<file path="src/hw/rtl/fnas_pkg.sv">
// Package: constants and types shared by the fire neighbour average blocks.
package fnas_pkg;

  localparam int LINE_WIDTH = 320;
  localparam int LINE_DEPTH = 2 * LINE_WIDTH + 2;
  localparam int PIX_W      = 8;
  localparam int SUM_W      = PIX_W + 3;
  localparam int FILL_W     = $clog2(LINE_DEPTH + 1);
  localparam int PTR_W      = $clog2(LINE_WIDTH);
  localparam int FIFO_DEPTH = 4;
  localparam int FIFO_AW    = $clog2(FIFO_DEPTH);
  localparam int FIFO_CW    = $clog2(FIFO_DEPTH + 1);
  localparam int FIFO_HEADROOM = FIFO_DEPTH - 2;

  typedef logic [PIX_W-1:0] pix_t;

  typedef struct packed {
    logic valid;
    pix_t average;
    logic last_of_page;
  } res_t;

endpackage

</file>
<file path="src/hw/rtl/fnas_out_if.sv">
// Interface: averaged pixel result channel.
interface fnas_out_if;
  logic                  valid;
  logic                  ready;
  logic [fnas_pkg::PIX_W-1:0] average;
  logic                  last_of_page;

  modport source (output valid, output average, output last_of_page, input ready);
  modport sink (input valid, input average, input last_of_page, output ready);
endinterface

</file>
<file path="src/hw/rtl/fnas_out_fifo.sv">
// Output queue: small register FIFO that decouples results from the sink.
module fnas_out_fifo (
  input  logic                       clk,
  input  logic                       rst_n,
  input  fnas_pkg::res_t             res,
  output logic [fnas_pkg::FIFO_CW-1:0] level,
  fnas_out_if.source                 out_ch
);
  import fnas_pkg::*;

  typedef struct packed {
    pix_t average;
    logic last_of_page;
  } entry_t;

  entry_t               buf_r [FIFO_DEPTH];
  logic [FIFO_AW-1:0]   wr_ptr_r, rd_ptr_r;
  logic [FIFO_CW-1:0]   cnt_r, cnt_nxt;
  logic                 pop;

  assign pop   = out_ch.valid && out_ch.ready;
  assign level = cnt_r;

  always_comb begin
    cnt_nxt = cnt_r;
    if (res.valid && !pop) begin
      cnt_nxt = cnt_r + FIFO_CW'(1);
    end else if (!res.valid && pop) begin
      cnt_nxt = cnt_r - FIFO_CW'(1);
    end
  end

  always_ff @(posedge clk) begin
    if (!rst_n) begin
      wr_ptr_r <= '0;
      rd_ptr_r <= '0;
      cnt_r    <= '0;
    end else begin
      cnt_r <= cnt_nxt;
      if (res.valid) begin
        wr_ptr_r <= wr_ptr_r + FIFO_AW'(1);
      end
      if (pop) begin
        rd_ptr_r <= rd_ptr_r + FIFO_AW'(1);
      end
    end
  end

  always_ff @(posedge clk) begin
    if (res.valid) begin
      buf_r[wr_ptr_r] <= '{average: res.average, last_of_page: res.last_of_page};
    end
  end

  assign out_ch.valid        = (cnt_r != '0);
  assign out_ch.average      = buf_r[rd_ptr_r].average;
  assign out_ch.last_of_page = buf_r[rd_ptr_r].last_of_page;

endmodule

</file>
<file path="src/flat_wrapper.sv">
// flat-port wrapper written by rule: the top's interface ports become plain ports
module fnas_out_fifo_flat import fnas_pkg::*;
  (clk, rst_n, res, level, out_ch_valid, out_ch_average, out_ch_last_of_page, out_ch_ready);
  fnas_out_if out_ch_i ();
  input  logic clk;
  input  logic rst_n;
  input  fnas_pkg::res_t res;
  output logic [fnas_pkg::FIFO_CW-1:0] level;
  output wire logic [$bits(out_ch_i.valid)-1:0] out_ch_valid;
  output wire logic [$bits(out_ch_i.average)-1:0] out_ch_average;
  output wire logic [$bits(out_ch_i.last_of_page)-1:0] out_ch_last_of_page;
  input wire logic [$bits(out_ch_i.ready)-1:0] out_ch_ready;
  assign out_ch_valid = out_ch_i.valid;
  assign out_ch_average = out_ch_i.average;
  assign out_ch_last_of_page = out_ch_i.last_of_page;
  assign out_ch_i.ready = out_ch_ready;
  fnas_out_fifo u_core (.clk(clk), .rst_n(rst_n), .res(res), .level(level), .out_ch(out_ch_i));
endmodule
</file>
<file path="config.mk">
export PLATFORM = sky130hd
export DESIGN_NAME = fnas_out_fifo_flat
export DESIGN_NICKNAME = d
export VERILOG_FILES = /design/src/hw/rtl/fnas_pkg.sv /design/src/hw/rtl/fnas_out_if.sv /design/src/hw/rtl/fnas_out_fifo.sv /design/src/flat_wrapper.sv
export SDC_FILE = /design/constraint.sdc
export NUM_CORES = 1
export LEC_CHECK = 0
export ABC_AREA = 1
export BUFFER_PORTS_ARGS = -buffer_cell sky130_fd_sc_hd__clkbuf_2
export CAP_MARGIN = 20
export CORE_ASPECT_RATIO = 1.1
export CORE_UTILIZATION = 50
export CTS_CLUSTER_DIAMETER = 100
export DETAILED_ROUTE_END_ITERATION = 10
export HOLD_SLACK_MARGIN = 0.15
export PLACE_DENSITY = 0.78
export SKIP_CTS_REPAIR_TIMING = 1
export SLEW_MARGIN = 20
export SYNTH_ARGS = -nofsm -noshare
export SYNTH_HDL_FRONTEND = slang
export SYNTH_SLANG_ARGS = --single-unit
</file>
<file path="constraint.sdc">
create_clock -name clk -period 1.8 [get_ports clk]
set_input_delay 0.27 -clock clk [delete_from_list [all_inputs] [get_ports clk]]
set_output_delay 0.27 -clock clk [all_outputs]
set_load 0.005 [all_outputs]
</file>
After elaboration in Yosys (flattened, before gate mapping)
Memory sizes are Yosys's and may differ from the RTL's. A register that Yosys moved wholly into a read port is not among the register bits.
Cells that the tools add are included.
Operators by class
  reduce and logical (&&, ||, !) cells: 7
  multiplexer cells: 6
  add/sub/neg operators: 4
Operators by type and width (count)
  two-way mux 3 bit: 2
  adder 2 x 1 -> 2 bit (second input constant): 2
  two-way mux 2 bit: 2
  adder 3 x 1 -> 3 bit (second input constant): 1
  logical AND 1 bit: 3
  nonzero test 3 bit: 1
  subtractor 3 x 1 -> 3 bit (second input constant): 1
  zero test 1 bit: 2
  two-way mux 1 bit: 2
  nonzero test 2 bit: 1
Word-level totals
  input bits: 13
  flip-flop bits (word level): 7
  output and inout bits: 13
  memories: 1
  memory bits (writable): 36
Memories
  u_core.buf_r: depth 4, width 9, read ports 1, clocked after memory_dff 1, wr ports 1, line fnas_out_fifo.sv:16  | entry_t buf_r [FIFO_DEPTH];

Logic depth before layout (Yosys ltp)
  depth after elaboration: 5
  gate-level depth with buffers: 12
  mapped depth without buffers: 12

Worst setup path before layout
No wires, ideal clock.
  path kind: register to register
  from: register u_core.cnt_r[0] (netlist: u_core.level[0])
  to: register u_core.cnt_r[1] (netlist: u_core.level[1])
  cell stages (with the launch flop): 9
  setup time: 116 ps
  data required time: 1684 ps
  path buffers: 0
  arrival: 1449 ps
  setup slack: 235 ps
  path through: dfxtp_1 inv_1 nand2_2 nand2_2 ha_1 inv_1 fa_1 o21ai_0 nor2_1
Between the ends
  cells in the longest elaborated chain, start to end: 5
  elaborated cells on any way between the ends: 10
Ends and longest elaborated chain
  from (decl): line fnas_out_fifo.sv:18  | logic [FIFO_CW-1:0] cnt_r, cnt_nxt;
  from (signal assigned): line fnas_out_fifo.sv:39  | cnt_r <= cnt_nxt;
  nonzero test 3 bit: line fnas_out_fifo.sv:55  | assign out_ch.valid = (cnt_r != '0);
  via out_ch_valid: line flat_wrapper.sv:9  | output wire logic [$bits(out_ch_i.valid)-1:0] out_ch_valid;
  logical AND 1 bit: line fnas_out_fifo.sv:21  | assign pop = out_ch.valid && out_ch.ready;
  zero test 1 bit: line fnas_out_fifo.sv:26  | if (res.valid && !pop) begin
  logical AND 1 bit: line fnas_out_fifo.sv:26
  two-way mux 3 bit: line fnas_out_fifo.sv:26
  via u_core.cnt_nxt[1]: line fnas_out_fifo.sv:18
The timed path passes the listed nets, and every way through them passes these cells. The select of a mux whose other input is x is not followed.
A chain may end at the register's enable or synchronous reset.

==> key figures <==
Timing
  • Setup TNS: 0 ns
  • Max-slew violations: 0
  • Post-route worst setup slack: 0.1102 ns
  • Min Tclk post-route: 1.690 ns
  • Max-slew headroom: 0.7176
  • F_max: 0.5918 GHz
  • Final Setup Violations: 0
  • Setup Skew: 0.008686 ns
  • Fin. Hold Viols: 0
  • Least-Margin Pin Slew: 0.4229 ns
  • RSZ-0062 raised after global routing: no
  • Crit share post-route: 0.9388

Clock tree
  • Worst-skew pair later-pin latency: 0.29 ns
  • CTS Buf Count: 5
  • Clk pin slew, worst setup/hold paths: 0.08 ns
  • CTS H-tree lvls: 2
  • CTS tree: yes
  • Clk root buf: clkbuf_8
  • Max clock buf depth: 2
  • CTS Sinks: 45

Synth
  • Post-synth EDFFs: 36
  • Post-Synthesis Cells: 149
  • Post-synthesis cell area: 0.001906 mm2
  • Post-synth cell types: 18
  • Top FF cell, synth: edfxtp_1
  • Avg Cell Area, Syn: 12.79 um2
  • Synthesized Nets: 168
  • Sequential fraction of the synthesis area: 0.6619
  • FF+latch count, synth: 45
  • Yosys warning count: 0
  • Ys async rst share: 0

Die
  • IO Count: 26
  • Area of the core: 0.003655 mm2
  • Die area: 0.004062 mm2
  • Die width: 60.86 um
  • Num rows: 23
  • Die height: 66.75 um
  • Initial Util: 0.5214

Pwr
  • NetSw: 0.7419 mW
  • Overall Power: 2.618 mW
  • Worst vdd ir: 0.0008135 V
  • Sw Share: 0.2834
  • Pwr dens: 1205 mW/mm2
  • Clock power share: 0.275
  • LEAKAGE: 0.8432 nW
  • Gate power share: 0.240
  • Total internal power: 1.876 mW
  • Reg power frac: 0.485

Global route
  • First-pass GRT wire length: 4802 um
  • Grt ovf: 0
  • Overall Global Routing Usage: 0.1753
  • Antenna violations before repair: 0
  • Largest net degree at the start of global routing: 20
  • Vias in the first global route: 1,118

Routing
  • Vias post-DR: 1,171
  • Final ANT Viol Nets: 0
  • Wire per inst: 13.53 um
  • TritonRoute pass-1 iters: 4
  • Total wire length: 3111 um
  • Vias per cell: 5.091
  • Drt initial violations: 35
  • Residual DRC: 0

Critical path
  • Flop-to-flop setup slack: 0.13 ns
  • Crit-path cells: inv_2 > o21ai_0 > o22ai_2 > clkbuf_2
  • Crit start category: flip-flop
  • CP delay by family, top: flip-flops
  • Kind of critical path: flip-flop to output pin
  • Worst EP arrival: 1.42 ns
  • CP max stage cell: dfxtp_1
  • Worst Path Buf+Inv: 2
  • Critical path's largest stage delay: 0.58 ns
  • CP Capture Type: output pin
  • CP max FO: 10
  • WP data required: 1.53 ns

Layout
  • Multi-input logic area: 535.5 um2
  • Final instance area: 0.002172 mm2
  • Layout net count: 198
  • Register area: 0.001264 mm2
  • Share of cells above drive strength 1: 0.3444
  • # fillers: 302
  • ANT cells: 0
  • Layout area overhead: 13.99%

Placed design
  • Worst slack, placed: 0.1181 ns
  • DPL Wire Length: 2089 um
  • GP Congestion: 0.7408
  • Cell Area, Placed: 0.002058 mm2
  • IO buf count: 25

Worst hold path
  • Worst Hold Class: input port to flip-flop

Outcome
  • Status: completed

Flow run
  • Max cap viols: 0
## per-stage QoR
stage	cells	utilization	hold WS, ns
2_1_floorplan	149	-	0.3689
3_3_place_gp	222	0.5632	0.4817
3_5_place_dp	222	0.5632	0.4919
4_1_cts	230	0.5923	0.1827
5_1_grt	230	0.5943	0.1759
6_report	230	0.5943	0.1868
## kinds of logic (layout without fill, tap and decap cells)
logic type / count (synthesis) / after routing / share of synthesized area
buffers and inverters: 20 / 51 / 0.05975
AO/OA/AOI/OAI: 37 / 37 / 0.1366
adder cells (fa/ha/maj): 6 / 6 / 0.04334
flip-flops: 45 / 45 / 0.6619
AND/OR/NAND/NOR: 41 / 41 / 0.09849
## layout make-up
class / instances / area share
Clock buffer: 6 / 0.03341
Tap cell: 50 / 0.02880
Multi-Input combinational cell: 84 / 0.2465
Inverter: 17 / 0.03283
Sequential cell: 45 / 0.5818
Timing Repair Buffer: 26 / 0.06106
Clock inverter: 2 / 0.01555
## synth_stat cells, types with 2 or more instances
cell	n	area (um2)
edfxtp_1	36	1081
o21ai_0	20	100.1
inv_1	15	56.30
nand2_1	13	48.80
nor2_1	13	48.80
nor2_2	10	62.56
dfxtp_1	9	180.2
o22ai_2	9	112.6
a21oi_1	6	30.03
ha_1	5	62.56
nand3_1	3	15.01
buf_6	2	22.52
nand2_2	2	12.51
o21ai_2	2	17.52
## registers in the layout (all words and copies together) (netlist names), named ones only
name             cells
u_core.level         3
u_core.wr_ptr_r      2
u_core.rd_ptr_r      2
u_core.buf_r        36
## power by group through the flow
stage               clock [mW]  combinational (mW)  sequential [mW]
finish                   0.720               0.627             1.27
global route             0.774               0.708             1.28
CTS                      0.729               0.626             1.26
detailed placement           0               0.622             1.29
global placement             0               0.594             1.28
floorplan                    0               0.457             1.28
## cells in the final DEF, fill, tap and decap left out
cell type and count:
inv_2 2, inv_8 1, o21ai_0 20, nor2_2 10, nand2_1 13, dfxtp_2 2
bufinv_16 1, inv_1 14, dfxtp_1 7, nand2_2 2, nand3_1 3, clkbuf_8 5
a21oi_1 6, o22ai_2 9, ha_1 4, edfxtp_1 36, o21ai_2 2, ha_2 1
clkbuf_1 1, clkinv_1 1, clkbuf_2 25, buf_4 1, fa_2 1, nor2_1 13
## path summary, 6_finish.rpt
kind                            depth (start not counted)                               to                            start
worst max register to register                         12     u_core.level[2]$_SDFFE_PN0P_     u_core.level[2]$_SDFFE_PN0P_
worst min register to register                          2  u_core.rd_ptr_r[1]$_SDFFE_PN0P_  u_core.rd_ptr_r[1]$_SDFFE_PN0P_
worst min-delay path                                    1     u_core.buf_r[1][4]$_DFFE_PP_                           res[4]
worst max-delay path                                    4                out_ch_average[3]                        flip-flop
## per-layer routing
metal / share of wire / wire (um) / track usage / up-vias
met2: 0.54 / 1682 / 0.3036 / 23
li1: - / - / - / 576
met4: 0.020 / 61 / 0.08523 / 0
met5: 0 / 0 / 0 / -
met3: 0.041 / 126 / 0.06602 / 6
met1: 0.40 / 1240 / 0.1828 / 566
## worst register-to-register path: cells and delay by family, from the launching register on
family | cells | cell delay, ns
DFF | 1 | 0.34
buffers and inverters | 2 | 0.13
and+or+nand+nor | 8 | 0.59
adders and majority gates | 2 | 0.53
Power figures use the tool's default switching activity.
